$ cat src/rtl/ssc_pkg.sv
// shared types, constants and commutation table for the six-step commutator
`default_nettype none
package ssc_pkg;

    // field widths
    localparam int OP_W      = 2;
    localparam int TIME_IN_W = 32;
    localparam int THR_W     = 11;
    localparam int CFG_W     = 16;
    localparam int CFG_IDX_W = 3;
    localparam int PHASE_W   = 2;
    localparam int MODE_W    = 2;
    localparam int STEP_W    = 3;
    localparam int DUTY_W    = 16;
    localparam int PROD_W    = THR_W + DUTY_W;
    localparam int NUM_STEPS = 6;

    localparam logic [STEP_W-1:0] LAST_STEP = STEP_W'(NUM_STEPS - 1);

    // event codes
    localparam logic [OP_W-1:0] OP_TICK     = 2'd0;
    localparam logic [OP_W-1:0] OP_CROSS    = 2'd1;
    localparam logic [OP_W-1:0] OP_THROTTLE = 2'd2;

    // motor modes
    localparam logic [MODE_W-1:0] MODE_STOPPED     = 2'd0;
    localparam logic [MODE_W-1:0] MODE_OPEN_LOOP   = 2'd1;
    localparam logic [MODE_W-1:0] MODE_CLOSED_LOOP = 2'd2;

    // register indexes
    localparam logic [CFG_IDX_W-1:0] REG_INITIAL_PERIOD = 3'd0;
    localparam logic [CFG_IDX_W-1:0] REG_FINAL_PERIOD   = 3'd1;
    localparam logic [CFG_IDX_W-1:0] REG_RAMP_STEPS     = 3'd2;
    localparam logic [CFG_IDX_W-1:0] REG_RAMP_DECREMENT = 3'd3;
    localparam logic [CFG_IDX_W-1:0] REG_BLANKING_TICKS = 3'd4;
    localparam logic [CFG_IDX_W-1:0] REG_THROTTLE_MIN   = 3'd5;
    localparam logic [CFG_IDX_W-1:0] REG_MAX_DUTY       = 3'd6;

    // register reset values
    localparam logic [CFG_W-1:0] RST_INITIAL_PERIOD = 16'd4000;
    localparam logic [CFG_W-1:0] RST_FINAL_PERIOD   = 16'd800;
    localparam logic [CFG_W-1:0] RST_RAMP_STEPS     = 16'd200;
    localparam logic [CFG_W-1:0] RST_RAMP_DECREMENT = 16'd16;
    localparam logic [CFG_W-1:0] RST_BLANKING_TICKS = 16'd200;
    localparam logic [THR_W-1:0] RST_THROTTLE_MIN   = 11'd48;
    localparam logic [CFG_W-1:0] RST_MAX_DUTY       = 16'd1000;

    typedef struct packed {
        logic [OP_W-1:0]      op;
        logic [TIME_IN_W-1:0] time_ticks;
        logic [THR_W-1:0]     throttle;
    } in_item_t;

    typedef struct packed {
        logic [PHASE_W-1:0] high_phase;
        logic [PHASE_W-1:0] low_phase;
        logic [PHASE_W-1:0] float_phase;
        logic               drive_off;
        logic [DUTY_W-1:0]  duty;
        logic [MODE_W-1:0]  motor_mode;
        logic               commutated;
        logic               detector_reset;
        logic [STEP_W-1:0]  step_index;
    } out_item_t;

    typedef struct packed {
        logic [PHASE_W-1:0] hi;
        logic [PHASE_W-1:0] lo;
        logic [PHASE_W-1:0] fl;
    } phase_set_t;

    localparam phase_set_t PHASE_MAP [NUM_STEPS] = '{
        '{hi: 2'd0, lo: 2'd1, fl: 2'd2},
        '{hi: 2'd0, lo: 2'd2, fl: 2'd1},
        '{hi: 2'd1, lo: 2'd2, fl: 2'd0},
        '{hi: 2'd1, lo: 2'd0, fl: 2'd2},
        '{hi: 2'd2, lo: 2'd0, fl: 2'd1},
        '{hi: 2'd2, lo: 2'd1, fl: 2'd0}
    };

    typedef enum logic [3:0] {
        ST_IDLE,
        ST_EVAL,
        ST_OL_STEP,
        ST_OL_SCHED,
        ST_CL_STEP,
        ST_XING,
        ST_XSCHED,
        ST_STOP,
        ST_START,
        ST_MAP,
        ST_MUL,
        ST_DIV_GO,
        ST_DIV,
        ST_SAT,
        ST_DONE
    } ctrl_state_t;

    typedef struct packed {
        logic capture;
        logic ol_step;
        logic ol_sched;
        logic cl_step;
        logic xing;
        logic xsched;
        logic stop;
        logic start;
        logic map_check;
        logic mul;
        logic div_start;
        logic sat;
        logic load_out;
    } cmd_t;

    typedef struct packed {
        logic [OP_W-1:0]   op;
        logic [MODE_W-1:0] mode;
        logic              due;
        logic              pending;
        logic              blank_ok;
        logic              cross_none;
        logic              thr_zero;
        logic              thr_below_min;
        logic              full_le_min;
        logic              div_busy;
        logic              out_free;
    } stat_t;

endpackage
`default_nettype wire

$ cat src/rtl/ssc_div.sv
// restoring radix-2 divider for the throttle-to-duty mapping
`default_nettype none
module ssc_div (
    input  wire logic                      clk,
    input  wire logic                      rst_n,
    input  wire logic                      start,
    input  wire logic [ssc_pkg::PROD_W-1:0] dividend,
    input  wire logic [ssc_pkg::DUTY_W-1:0] divisor,
    output logic                           busy,
    output logic [ssc_pkg::PROD_W-1:0]     quotient
);
    import ssc_pkg::*;

    localparam int CNT_W = $clog2(PROD_W + 1);

    logic [CNT_W-1:0]  cnt_reg;
    logic              busy_reg;
    logic [DUTY_W-1:0] rem_reg;
    logic [PROD_W-1:0] quo_reg;
    logic [DUTY_W:0]   partial;
    logic              fits;
    logic [DUTY_W:0]   diff;

    assign partial = {rem_reg, quo_reg[PROD_W-1]};
    assign fits    = partial >= {1'b0, divisor};
    assign diff    = partial - {1'b0, divisor};

    always_ff @(posedge clk or negedge rst_n)
    begin
        if (!rst_n)
        begin
            busy_reg <= 1'b0;
            cnt_reg  <= '0;
        end
        else if (start)
        begin
            busy_reg <= 1'b1;
            cnt_reg  <= CNT_W'(PROD_W);
        end
        else if (busy_reg)
        begin
            cnt_reg <= cnt_reg - CNT_W'(1);
            if (cnt_reg == CNT_W'(1))
            begin
                busy_reg <= 1'b0;
            end
        end
    end

    always_ff @(posedge clk)
    begin
        if (start)
        begin
            rem_reg <= '0;
            quo_reg <= dividend;
        end
        else if (busy_reg)
        begin
            // one quotient bit per cycle
            rem_reg <= fits ? diff[DUTY_W-1:0] : partial[DUTY_W-1:0];
            quo_reg <= {quo_reg[PROD_W-2:0], fits};
        end
    end

    assign busy     = busy_reg;
    assign quotient = quo_reg;

endmodule
`default_nettype wire

$ cat src/rtl/ssc_ctrl.sv
// sequencing state machine for the six-step commutator
`default_nettype none
module ssc_ctrl (
    input  wire logic           clk,
    input  wire logic           rst_n,
    input  wire logic           item_valid,
    output logic                item_ready,
    input  wire ssc_pkg::stat_t stat,
    output ssc_pkg::cmd_t       cmd
);
    import ssc_pkg::*;

    ctrl_state_t state_reg;
    ctrl_state_t state_next;

    always_ff @(posedge clk or negedge rst_n)
    begin
        if (!rst_n)
        begin
            state_reg <= ST_IDLE;
        end
        else
        begin
            state_reg <= state_next;
        end
    end

    always_comb
    begin
        state_next = state_reg;
        case (state_reg)
            ST_IDLE:
            begin
                if (item_valid)
                begin
                    state_next = ST_EVAL;
                end
            end
            ST_EVAL:
            begin
                case (stat.op)
                    OP_TICK:
                    begin
                        if (stat.mode == MODE_OPEN_LOOP && stat.due)
                        begin
                            state_next = ST_OL_STEP;
                        end
                        else if (stat.mode == MODE_CLOSED_LOOP && stat.pending && stat.due)
                        begin
                            state_next = ST_CL_STEP;
                        end
                        else
                        begin
                            state_next = ST_DONE;
                        end
                    end
                    OP_CROSS:
                    begin
                        if (stat.mode == MODE_CLOSED_LOOP && stat.blank_ok)
                        begin
                            state_next = ST_XING;
                        end
                        else
                        begin
                            state_next = ST_DONE;
                        end
                    end
                    OP_THROTTLE:
                    begin
                        if (stat.thr_zero)
                        begin
                            state_next = ST_STOP;
                        end
                        else if (stat.mode == MODE_STOPPED)
                        begin
                            state_next = ST_START;
                        end
                        else
                        begin
                            state_next = ST_MAP;
                        end
                    end
                    default:
                    begin
                        state_next = ST_DONE;
                    end
                endcase
            end
            ST_OL_STEP:  state_next = ST_OL_SCHED;
            ST_OL_SCHED: state_next = ST_DONE;
            ST_CL_STEP:  state_next = ST_DONE;
            ST_XING:     state_next = stat.cross_none ? ST_DONE : ST_XSCHED;
            ST_XSCHED:   state_next = ST_DONE;
            ST_STOP:     state_next = ST_DONE;
            ST_START:    state_next = ST_MAP;
            ST_MAP:
            begin
                if (stat.thr_below_min || stat.full_le_min)
                begin
                    state_next = ST_DONE;
                end
                else
                begin
                    state_next = ST_MUL;
                end
            end
            ST_MUL:      state_next = ST_DIV_GO;
            ST_DIV_GO:   state_next = ST_DIV;
            ST_DIV:
            begin
                if (!stat.div_busy)
                begin
                    state_next = ST_SAT;
                end
            end
            ST_SAT:      state_next = ST_DONE;
            ST_DONE:
            begin
                if (stat.out_free)
                begin
                    state_next = ST_IDLE;
                end
            end
            default:     state_next = ST_IDLE;
        endcase
    end

    always_comb
    begin
        cmd        = '0;
        item_ready = 1'b0;
        case (state_reg)
            ST_IDLE:
            begin
                item_ready  = 1'b1;
                cmd.capture = item_valid;
            end
            ST_OL_STEP:  cmd.ol_step   = 1'b1;
            ST_OL_SCHED: cmd.ol_sched  = 1'b1;
            ST_CL_STEP:  cmd.cl_step   = 1'b1;
            ST_XING:     cmd.xing      = 1'b1;
            ST_XSCHED:   cmd.xsched    = 1'b1;
            ST_STOP:     cmd.stop      = 1'b1;
            ST_START:    cmd.start     = 1'b1;
            ST_MAP:      cmd.map_check = 1'b1;
            ST_MUL:      cmd.mul       = 1'b1;
            ST_DIV_GO:   cmd.div_start = 1'b1;
            ST_SAT:      cmd.sat       = 1'b1;
            ST_DONE:     cmd.load_out  = stat.out_free;
            default:     cmd           = '0;
        endcase
    end

endmodule
`default_nettype wire

$ cat src/rtl/ssc_datapath.sv
// registers, time arithmetic, duty mapping and output register of the commutator
`default_nettype none
module ssc_datapath #(
    parameter int TIME_WIDTH    = 32,
    parameter int THROTTLE_FULL = 2047
) (
    input  wire logic                         clk,
    input  wire logic                         rst_n,
    input  wire ssc_pkg::cmd_t                cmd,
    output ssc_pkg::stat_t                    stat,
    input  wire ssc_pkg::in_item_t            item,
    input  wire logic                         cfg_write,
    input  wire logic [ssc_pkg::CFG_IDX_W-1:0] cfg_index,
    input  wire logic [ssc_pkg::CFG_W-1:0]     cfg_data,
    output ssc_pkg::out_item_t                result,
    output logic                              result_valid,
    input  wire logic                         result_ready
);
    import ssc_pkg::*;

    // configuration
    logic [CFG_W-1:0] initial_period_reg;
    logic [CFG_W-1:0] final_period_reg;
    logic [CFG_W-1:0] ramp_steps_reg;
    logic [CFG_W-1:0] ramp_decrement_reg;
    logic [CFG_W-1:0] blanking_ticks_reg;
    logic [THR_W-1:0] throttle_min_reg;
    logic [CFG_W-1:0] max_duty_reg;

    // captured transaction
    logic [OP_W-1:0]       op_reg;
    logic [TIME_WIDTH-1:0] now_reg;
    logic [THR_W-1:0]      thr_reg;

    // motor state
    logic [STEP_W-1:0]     step_reg, step_next;
    logic [MODE_W-1:0]     mode_reg, mode_next;
    logic [TIME_WIDTH-1:0] next_comm_reg, next_comm_next;
    logic [TIME_WIDTH-1:0] last_comm_reg, last_comm_next;
    logic [TIME_WIDTH-1:0] last_cross_reg, last_cross_next;
    logic [CFG_W-1:0]      ramp_period_reg, ramp_period_next;
    logic [CFG_W-1:0]      ramp_count_reg, ramp_count_next;
    logic [DUTY_W-1:0]     duty_reg, duty_next;
    logic                  pending_reg, pending_next;
    logic                  comm_reg, comm_next;
    logic                  dres_reg, dres_next;

    // scratch
    logic [TIME_WIDTH-1:0] half_reg;
    logic [PROD_W-1:0]     prod_reg;
    logic [DUTY_W-1:0]     span_reg;

    logic [TIME_WIDTH-1:0] due_diff;
    logic [TIME_WIDTH-1:0] since_comm;
    logic [TIME_WIDTH-1:0] cross_diff;
    logic [STEP_W-1:0]     step_adv;
    logic [CFG_W:0]        period_diff;
    logic [CFG_W-1:0]      period_new;
    logic [CFG_W-1:0]      count_inc;
    logic [THR_W-1:0]      thr_off;
    logic                  div_busy;
    logic [PROD_W-1:0]     quotient;

    out_item_t  result_reg;
    logic       result_valid_reg;
    phase_set_t phases;

    always_ff @(posedge clk or negedge rst_n)
    begin
        if (!rst_n)
        begin
            initial_period_reg <= RST_INITIAL_PERIOD;
            final_period_reg   <= RST_FINAL_PERIOD;
            ramp_steps_reg     <= RST_RAMP_STEPS;
            ramp_decrement_reg <= RST_RAMP_DECREMENT;
            blanking_ticks_reg <= RST_BLANKING_TICKS;
            throttle_min_reg   <= RST_THROTTLE_MIN;
            max_duty_reg       <= RST_MAX_DUTY;
        end
        else if (cfg_write)
        begin
            case (cfg_index)
                REG_INITIAL_PERIOD: initial_period_reg <= cfg_data;
                REG_FINAL_PERIOD:   final_period_reg   <= cfg_data;
                REG_RAMP_STEPS:     ramp_steps_reg     <= cfg_data;
                REG_RAMP_DECREMENT: ramp_decrement_reg <= cfg_data;
                REG_BLANKING_TICKS: blanking_ticks_reg <= cfg_data;
                REG_THROTTLE_MIN:   throttle_min_reg   <= cfg_data[THR_W-1:0];
                REG_MAX_DUTY:       max_duty_reg       <= cfg_data;
                default:            ;
            endcase
        end
    end

    always_ff @(posedge clk)
    begin
        if (cmd.capture)
        begin
            op_reg  <= item.op;
            now_reg <= TIME_WIDTH'(item.time_ticks);
            thr_reg <= item.throttle;
        end
        if (cmd.xing)
        begin
            half_reg <= cross_diff >> 1;
        end
        if (cmd.mul)
        begin
            prod_reg <= PROD_W'(thr_off) * PROD_W'(max_duty_reg);
            span_reg <= DUTY_W'(THROTTLE_FULL) - DUTY_W'(throttle_min_reg);
        end
    end

    assign due_diff    = now_reg - next_comm_reg;
    assign since_comm  = now_reg - last_comm_reg;
    assign cross_diff  = now_reg - last_cross_reg;
    assign step_adv    = (step_reg == LAST_STEP) ? '0 : step_reg + STEP_W'(1);
    assign period_diff = {1'b0, ramp_period_reg} - {1'b0, ramp_decrement_reg};
    // floor at final_period, also when the decrement would wrap
    assign period_new  = (period_diff[CFG_W] || period_diff[CFG_W-1:0] < final_period_reg)
                         ? final_period_reg : period_diff[CFG_W-1:0];
    assign count_inc   = (ramp_count_reg == '1) ? ramp_count_reg
                                                : ramp_count_reg + CFG_W'(1);
    assign thr_off     = thr_reg - throttle_min_reg;

    always_comb
    begin
        step_next        = step_reg;
        mode_next        = mode_reg;
        next_comm_next   = next_comm_reg;
        last_comm_next   = last_comm_reg;
        last_cross_next  = last_cross_reg;
        ramp_period_next = ramp_period_reg;
        ramp_count_next  = ramp_count_reg;
        duty_next        = duty_reg;
        pending_next     = pending_reg;
        comm_next        = comm_reg;
        dres_next        = dres_reg;

        if (cmd.capture)
        begin
            comm_next = 1'b0;
            dres_next = 1'b0;
        end
        if (cmd.ol_step)
        begin
            step_next        = step_adv;
            last_comm_next   = next_comm_reg;
            ramp_period_next = period_new;
            ramp_count_next  = count_inc;
            comm_next        = 1'b1;
        end
        if (cmd.ol_sched)
        begin
            next_comm_next = now_reg + TIME_WIDTH'(ramp_period_reg);
            if (ramp_count_reg >= ramp_steps_reg)
            begin
                // last open-loop schedule stays pending into closed loop
                mode_next    = MODE_CLOSED_LOOP;
                dres_next    = 1'b1;
                pending_next = 1'b1;
            end
        end
        if (cmd.cl_step)
        begin
            step_next      = step_adv;
            last_comm_next = next_comm_reg;
            pending_next   = 1'b0;
            comm_next      = 1'b1;
        end
        if (cmd.xing)
        begin
            last_cross_next = now_reg;
        end
        if (cmd.xsched)
        begin
            next_comm_next = now_reg + half_reg;
            pending_next   = 1'b1;
        end
        if (cmd.stop)
        begin
            mode_next = MODE_STOPPED;
        end
        if (cmd.start)
        begin
            mode_next        = MODE_OPEN_LOOP;
            ramp_period_next = initial_period_reg;
            ramp_count_next  = '0;
            next_comm_next   = '0;
            last_comm_next   = '0;
            last_cross_next  = '0;
            pending_next     = 1'b0;
            step_next        = '0;
            comm_next        = 1'b1;
        end
        if (cmd.map_check)
        begin
            if (stat.thr_below_min)
            begin
                duty_next = '0;
            end
            else if (stat.full_le_min)
            begin
                duty_next = max_duty_reg;
            end
        end
        if (cmd.sat)
        begin
            duty_next = (quotient > PROD_W'(max_duty_reg)) ? max_duty_reg
                                                           : quotient[DUTY_W-1:0];
        end
    end

    always_ff @(posedge clk or negedge rst_n)
    begin
        if (!rst_n)
        begin
            step_reg        <= '0;
            mode_reg        <= MODE_STOPPED;
            next_comm_reg   <= '0;
            last_comm_reg   <= '0;
            last_cross_reg  <= '0;
            ramp_period_reg <= RST_INITIAL_PERIOD;
            ramp_count_reg  <= '0;
            duty_reg        <= '0;
            pending_reg     <= 1'b0;
            comm_reg        <= 1'b0;
            dres_reg        <= 1'b0;
        end
        else
        begin
            step_reg        <= step_next;
            mode_reg        <= mode_next;
            next_comm_reg   <= next_comm_next;
            last_comm_reg   <= last_comm_next;
            last_cross_reg  <= last_cross_next;
            ramp_period_reg <= ramp_period_next;
            ramp_count_reg  <= ramp_count_next;
            duty_reg        <= duty_next;
            pending_reg     <= pending_next;
            comm_reg        <= comm_next;
            dres_reg        <= dres_next;
        end
    end

    ssc_div u_div (
        .clk      (clk),
        .rst_n    (rst_n),
        .start    (cmd.div_start),
        .dividend (prod_reg),
        .divisor  (span_reg),
        .busy     (div_busy),
        .quotient (quotient)
    );

    assign phases = PHASE_MAP[step_reg];

    always_ff @(posedge clk)
    begin
        if (cmd.load_out)
        begin
            result_reg.high_phase     <= phases.hi;
            result_reg.low_phase      <= phases.lo;
            result_reg.float_phase    <= phases.fl;
            result_reg.drive_off      <= (mode_reg == MODE_STOPPED);
            result_reg.duty           <= duty_reg;
            result_reg.motor_mode     <= mode_reg;
            result_reg.commutated     <= comm_reg;
            result_reg.detector_reset <= dres_reg;
            result_reg.step_index     <= step_reg;
        end
    end

    always_ff @(posedge clk or negedge rst_n)
    begin
        if (!rst_n)
        begin
            result_valid_reg <= 1'b0;
        end
        else if (cmd.load_out)
        begin
            result_valid_reg <= 1'b1;
        end
        else if (result_ready)
        begin
            result_valid_reg <= 1'b0;
        end
    end

    assign result       = result_reg;
    assign result_valid = result_valid_reg;

    always_comb
    begin
        stat.op            = op_reg;
        stat.mode          = mode_reg;
        stat.due           = ~due_diff[TIME_WIDTH-1];
        stat.pending       = pending_reg;
        stat.blank_ok      = since_comm >= TIME_WIDTH'(blanking_ticks_reg);
        stat.cross_none    = (last_cross_reg == '0);
        stat.thr_zero      = (thr_reg == '0);
        stat.thr_below_min = thr_reg < throttle_min_reg;
        stat.full_le_min   = DUTY_W'(THROTTLE_FULL) <= DUTY_W'(throttle_min_reg);
        stat.div_busy      = div_busy;
        stat.out_free      = !result_valid_reg || result_ready;
    end

endmodule
`default_nettype wire

$ cat src/rtl/sensorless_six_step_commutator_unit.sv
// top level of the sensorless six-step commutator
// sequence: each transaction is decoded and runs its command states, then a done state
//   registers the result; done waits while the output is stalled, and throttle
//   transactions also wait for the 27-step divider
// flow: one transaction at a time; the next is taken the cycle after the result is registered
// reset: asynchronous active low; registers take defaults, motor stopped at step 0
`default_nettype none
module sensorless_six_step_commutator_unit #(
    parameter int TIME_WIDTH    = 32,
    parameter int THROTTLE_FULL = 2047
) (
    input  wire logic                         clk,
    input  wire logic                         rst_n,
    // event channel
    input  wire logic                         item_valid,
    output logic                              item_ready,
    input  wire ssc_pkg::in_item_t            item,
    // result channel
    output logic                              result_valid,
    input  wire logic                         result_ready,
    output ssc_pkg::out_item_t                result,
    // configuration write channel
    input  wire logic                         cfg_valid,
    output logic                              cfg_ready,
    input  wire logic [ssc_pkg::CFG_IDX_W-1:0] cfg_index,
    input  wire logic [ssc_pkg::CFG_W-1:0]     cfg_data
);
    import ssc_pkg::*;

    cmd_t  cmd;
    stat_t stat;

    // the user must let registers change only while idle; the block does not enforce it and always takes writes
    assign cfg_ready = 1'b1;

    // controller: one transaction in flight, decode then a short command sequence
    ssc_ctrl u_ctrl (
        .clk        (clk),
        .rst_n      (rst_n),
        .item_valid (item_valid),
        .item_ready (item_ready),
        .stat       (stat),
        .cmd        (cmd)
    );

    // datapath: motor state, time compares, duty mapping, output register
    ssc_datapath #(
        .TIME_WIDTH    (TIME_WIDTH),
        .THROTTLE_FULL (THROTTLE_FULL)
    ) u_dp (
        .clk          (clk),
        .rst_n        (rst_n),
        .cmd          (cmd),
        .stat         (stat),
        .item         (item),
        .cfg_write    (cfg_valid && cfg_ready),
        .cfg_index    (cfg_index),
        .cfg_data     (cfg_data),
        .result       (result),
        .result_valid (result_valid),
        .result_ready (result_ready)
    );

endmodule
`default_nettype wire

$ cat config.mk
export PLATFORM = sky130hd
export DESIGN_NAME = sensorless_six_step_commutator_unit
export DESIGN_NICKNAME = d
export VERILOG_FILES = /design/src/rtl/ssc_pkg.sv /design/src/rtl/ssc_div.sv /design/src/rtl/ssc_ctrl.sv /design/src/rtl/ssc_datapath.sv /design/src/rtl/sensorless_six_step_commutator_unit.sv
export SDC_FILE = /design/constraint.sdc
export NUM_CORES = 1
export LEC_CHECK = 0
export ABC_AREA = 1
export BUFFER_PORTS_ARGS = -buffer_cell sky130_fd_sc_hd__buf_2
export CAP_MARGIN = 20
export CORE_UTILIZATION = 60
export CTS_CLUSTER_DIAMETER = 40
export DETAILED_ROUTE_END_ITERATION = 7
export GPL_TIMING_DRIVEN = 0
export PLACE_DENSITY = 0.77
export SETUP_SLACK_MARGIN = 0.1
export SYNTH_ARGS = -nofsm -noshare
export SYNTH_HDL_FRONTEND = slang
export SYNTH_SLANG_ARGS = --single-unit
$ cat constraint.sdc
create_clock -name clk -period 21.2 [get_ports clk]
set_clock_uncertainty 0.05 [all_clocks]
set_input_delay 1.06 -clock clk [delete_from_list [all_inputs] [get_ports clk]]
set_output_delay 1.06 -clock clk [all_outputs]
set_load 0.05 [all_outputs]
==> results of run 1 <==
==> cells in the final DEF (no fill, tap or decap), types with 30 or more instances in the layout <==
master     count
edfxtp_1     171
xor2_1        72
fa_1         131
clkbuf_1      92
o21ai_0      323
dfrtp_1      240
dfstp_2       30
buf_2        110
a31oi_1       37
nor3_1        30
clkbuf_16     80
a21oi_1      226
inv_1        713
nand2_1      947
ha_1         295
o21ai_1       37
nor2_1       306
nand3_1      160
nand4_1       31
==> cell usage after synthesis (all sizes together) (3+ instances only) <==
cell     count
a2111oi      3
a211oi       7
a21boi      13
a21o         5
a21oi      237
a221oi       8
a31oi       37
and2         5
buf         23
clkbuf      83
clkinv       8
dfrtp      240
dfstp       30
dfxtp       16
edfxtp     171
fa         131
ha         295
inv        732
nand2      964
nand3      161
nand3b       7
nand4       32
nor2       334
nor3        30
nor4        19
o211ai       6
o21a        11
o21ai      375
o21bai      12
o221ai       3
o22ai       27
or2          6
xnor2       29
xor2        72
==> through the flow <==
stage / hold slack, ps / setup slack, ps / utilization / std cells / area [um2]
detailed placement: 387 / 13340 / 0.635 / 5003 / 35000
global placement: 383 / 13430 / 0.633 / 4998 / 34900
floorplan: 369 / 14430 / - / 4150 / 33400
global route: 406 / 12750 / 0.685 / 5150 / 37800
finish: 358 / 13170 / 0.685 / 5150 / 37800
CTS: 396 / 13250 / 0.685 / 5150 / 37800
==> worst max-delay path: cells and delay by family (launching register included) <==
| family | cells | cell delay, ps |
|---|---|---|
| XOR/XNOR | 1 | 120 |
| AND/OR/NAND/NOR | 19 | 2100 |
| AO/OA/AOI/OAI | 5 | 800 |
| adder cells (fa/ha/maj) | 8 | 3590 |
| buffers and inverters | 8 | 630 |
| flip-flops | 1 | 430 |
==> final cells by class <==
| class | count | area share |
|---|---|---|
| Clock inverter | 57 | 0.0188 |
| Inverter | 740 | 0.0736 |
| Buffer | 106 | 0.0118 |
| Timing Repair Buffer | 105 | 0.0166 |
| Multi-Input combinational cell | 2847 | 0.476 |
| Tap cell | 748 | 0.0248 |
| Sequential cell | 457 | 0.324 |
| Clock buffer | 90 | 0.0540 |
==> metal layers <==
layer,part of all wire,vias to the layer above,GRT usage
met1,0.43,13500,0.451
li1,-,13800,-
met3,0.084,174,0.0609
met2,0.46,1066,0.527
met4,0.030,0,0.113
met5,0,-,0
==> kinds of logic after synthesis <==
kind of cell / count (synthesis)
other: 1
adder cells (fa/ha/maj): 426
XOR/XNOR: 101
buffers and inverters: 846
AND/OR/NAND/NOR: 1565
AO/OA/AOI/OAI: 754
flip-flops: 457
==> worst max-delay path by stage <==
stage / start / end / slack [ps] / cells past startpoint
6_report: u_dp.thr_reg[0] / u_dp.prod_reg[25] / 13170 / 41
3_5_place_dp: u_dp.throttle_min_reg[5] / u_dp.prod_reg[25] / 13340 / 29
2_1_floorplan: u_dp.thr_reg[0] / u_dp.prod_reg[24] / 14430 / 41
4_1_cts: u_dp.throttle_min_reg[5] / u_dp.prod_reg[25] / 13250 / 29
3_3_place_gp: u_dp.throttle_min_reg[5] / u_dp.prod_reg[25] / 13430 / 29
5_1_grt: u_dp.thr_reg[0] / u_dp.prod_reg[25] / 12750 / 41
==> flow_metrics.tcl, run 1 <==
set metrics [dict create \
    synth_top_cell_by_area "dfrtp_1" \
    cts_root_buffer "clkbuf_16" \
    rr_worst_depth 41 \
    nFillCells 4542 \
    synthToLayoutAreaGrowth_pct 13.0 \
    cts_buffers 79 \
    initial_core_util 0.607 \
    clk_path_buf_depth 3 \
    vias_per_cell 5.55 \
    die_area_um2 56700 \
    worstSetupEndpointType "flip-flop" \
    fmax_mhz 125 \
    die_h_um 238 \
    fin_setup_tns_ps 0 \
    synth_area_per_cell_um2 8.05 \
    ant_nets 0 \
    hold_path_class "primary input to async pin" \
    clk_latency_ps 630 \
    synth_compound_area_frac 0.127 \
    relSlewSlack 0.173 \
    setup_viol 0 \
    pin_count 102 \
    synth_top_family_by_area "simple AND/OR/NAND/NOR gates" \
    grt_pass1_vias 27400 \
    seq_area_um2 12200 \
    numClockSinks 457 \
    post_cts_buffers 0 \
    multiInputGateArea_um2 18000 \
    rrSetupSlack_ps 13170 \
    required_ps 21500 \
    clkTransAtPathRegs_ps 60 \
    yosys.cell_types.count 74 \
    cp-start-kind "flip-flop" \
    period_share 0.379 \
    h-tree-depth 3 \
    synthesis.nets 4645 \
    yosys.area.top_type_share 0.180 \
    finalMaxSlewViolations 0 \
    port_buffers 100 \
    die_w_um 238 \
    synth_xor_area_frac 0.0265 \
    gp_congestion 0.991 \
    async_reset_ff_frac 0.591 \
    synthAdderAreaFrac 0.189 \
    reg2reg_to "u_dp.prod_reg[25]" \
    muxShareOfSynthArea 0 \
    num-nets-final 4831 \
    path_common_cell "nand2_1" \
    synth_cells 4150 \
    core-area_um2 55100 \
    grt_max_degree 97 \
    crit_path_top_delay_cell "fa_1" \
    antenna_found_initial 2 \
    drt_first_iter_violations 2583 \
    first_pass_iters 7 \
    max_stage_delay_ps 550 \
    r2r-start "u_dp.thr_reg[0]" \
    ys_seq_elements 457 \
    tightest_slew_ps 1230 \
    antenna_cells 0 \
    grt_pass1_wl_mm 145 \
    synthFlopType "dfrtp_1" \
    cap_violations 0 \
    cts_resized 0 \
    row_count 86 \
    crit_fanout 10 \
    hpwl_mm 70.6 \
    ys_seq_area_frac 0.366 \
    arrival_ps 8330 \
    wl_per_cell_um 17.8 \
    critPathKind "flip-flop to flip-flop" \
    synthTopCellsByArea "dfrtp_1 (18%), edfxtp_1 (15%), ha_1 (11%)" \
    syn_area_um2 33400 \
    rsz0062_at_grt "no" \
    grt_util_all_layers 0.329 \
    synth_edf_count 171 \
    yosys_warnings 0 \
    grt.overflow.total 0 \
    run_status "finished clean" \
    synth_simple_gate_area_frac 0.194 \
    cts_tree "yes" \
    vias 28600 \
    layout-drive-gt1-share 0.0897 \
    fin_crit_ps 8030 \
    drc 0 \
    wirelength_mm 91.6 \
    ctsHoldBuffers 0 \
    finalHoldViolations 0 \
]
Power of run 1 is not shown: default switching activity piles up to over one toggle a cycle in this logic, so the estimate is an artifact.
==> run 2: changes to the inputs <==
Clock period 21.2 ns to 8.3 ns, I/O delays scaled along.
==> run 2 against run 1 <==
Compared with the run above: routed wire length is 1.9% higher; final area increased by 1.3%; sequential share of layout area shrank 0.41 points; via count up 1.5%; non-clock buffer count increased by 46; critical path depth unchanged; cell count is 0.89% higher; flip-flop and latch count unchanged; die area unchanged; count of clock-buffer cells in the layout unchanged; core utilization up 0.88 points; critical path type unchanged; highest routed layer unchanged.
==> flow_metrics.tcl, run 2 (synthesis results as in run 1) <==
set metrics [dict create \
    row_count 86 \
    layout_commonest_cell "nand2_1" \
    ant_nets 0 \
    gr-usage-met1 0.453 \
    busiest_layer "met2" \
    initial_core_util 0.607 \
    pin_count 102 \
    first_pass_iters 7 \
    layout-drive-gt1-share 0.0902 \
    critPathKind "flip-flop to flip-flop" \
    post_cts_buffers 0 \
    grt.overflow.total 0 \
    synthToLayoutAreaGrowth_pct 14.4 \
    required_ps 8590 \
    setup_viol 0 \
    num-nets-final 4877 \
    max_stage_delay_ps 550 \
    hpwl_mm 70.6 \
    clk_path_buf_depth 3 \
    clk_latency_ps 620 \
    period_share 0.941 \
    core-area_um2 55100 \
    rsz0062_at_grt "no" \
    wl_per_cell_um 18.0 \
    gp_congestion 0.991 \
    antenna_cells 0 \
    placed_cell_area_um2 35000 \
    worstSetupEndpointType "flip-flop" \
    cp-start-kind "flip-flop" \
    fin_crit_ps 7810 \
    clkTransAtPathRegs_ps 60 \
    arrival_ps 8110 \
    h-tree-depth 3 \
    cts_root_buffer "clkbuf_16" \
    fin_setup_tns_ps 0 \
    run_status "finished clean" \
    crit_path_top_delay_cell "fa_1" \
    finalMaxSlewViolations 0 \
    path_common_cell "nand2_1" \
    drc 0 \
    grt_pass1_wl_mm 147 \
    hold_path_class "primary input to flip-flop" \
    grt_pass1_vias 27900 \
    finalHoldViolations 0 \
    vias 29000 \
    port_buffers 100 \
    cap_violations 0 \
    relSlewSlack 0.175 \
    drt_first_iter_violations 2618 \
    die_h_um 238 \
    cts_buffers 79 \
    crit_fanout 10 \
    grt_max_degree 97 \
    grt_util_all_layers 0.336 \
    die_w_um 238 \
    use_met2 0.542 \
    wirelength_mm 93.4 \
    use_met3 0.0637 \
    fmax_mhz 128 \
    final_area_um2 38200 \
    cts_tree "yes" \
    numClockSinks 457 \
    tightest_slew_ps 1230 \
    vias_per_cell 5.58 \
    die_area_um2 56700 \
    layout_common_cells "nand2_1 (947), inv_1 (713), o21ai_0 (323), nor2_1 (305), ha_1 (295)" \
    antenna_found_initial 2 \
]
==> run 2: worst paths after layout <==
kind | to | slack (ps) | depth (start not counted) | start
worst max-delay path | u_dp.prod_reg[25] | 490 | 41 | u_dp.thr_reg[0]
worst min-delay path | u_dp.result_valid | 70 | 4 | result_ready
worst max register to register | u_dp.prod_reg[25] | 490 | 41 | u_dp.thr_reg[0]
worst min register to register | u_dp.result[4] | 390 | 0 | u_dp.comm_reg
max in group asynchronous | u_dp.u_div.cnt_reg[0] | 6900 | 3 | rst_n
min in group asynchronous | u_dp.last_cross_reg[26] | 310 | 2 | rst_n
==> run 2: worst max-delay path, delay by kind of cell, from the launching register on <==
family | cells | cell delay, ps
AOI/OAI and AO/OA | 5 | 750
xor gates and xnor gates | 1 | 120
buffers and inverters | 8 | 630
and+or+nand+nor | 19 | 1950
adders and majority gates | 8 | 3600
DFF | 1 | 430
==> run 2: what timing repair did <==
item                       in CTS  in global routing
hold buffers                   46                  0
setup endpoints to repair       0                  4
resized for setup               0                  6
hold endpoints to repair      119                  0
==> run 2: layer usage <==
layer  up-vias  wire (um)  part of all wire
li1      13900          -                 -
met2      1123      43000              0.46
met5         -          0                 0
met4         0       3080             0.033
met1     13700      39300              0.42
met3       191       7980             0.085
==> run 2: area by class of cell <==
cell class,instances,area [um2]
Buffer,106,447
Clock buffer,90,2040
Clock inverter,57,708
Fill cell,4469,16900
Inverter,740,2780
Multi-Input combinational cell,2847,18000
Sequential cell,457,12200
Tap cell,748,936
Timing Repair Buffer,151,1090
==> run 2: stage by stage <==
| step | hold WS, ps | utilization | instances | worst slack, ps |
|---|---|---|---|---|
| after CTS | 56.0 | 0.694 | 5196 | 352 |
| after detailed placement | 387 | 0.635 | 5003 | 437 |
| after floorplan | 69.4 | - | 4150 | 1530 |
| after global routing | 115 | 0.694 | 5196 | 75.6 |
| after global placement | 383 | 0.633 | 4998 | 528 |
| final | 74.0 | 0.694 | 5196 | 488 |
Power of run 2 is left out for the same reason.
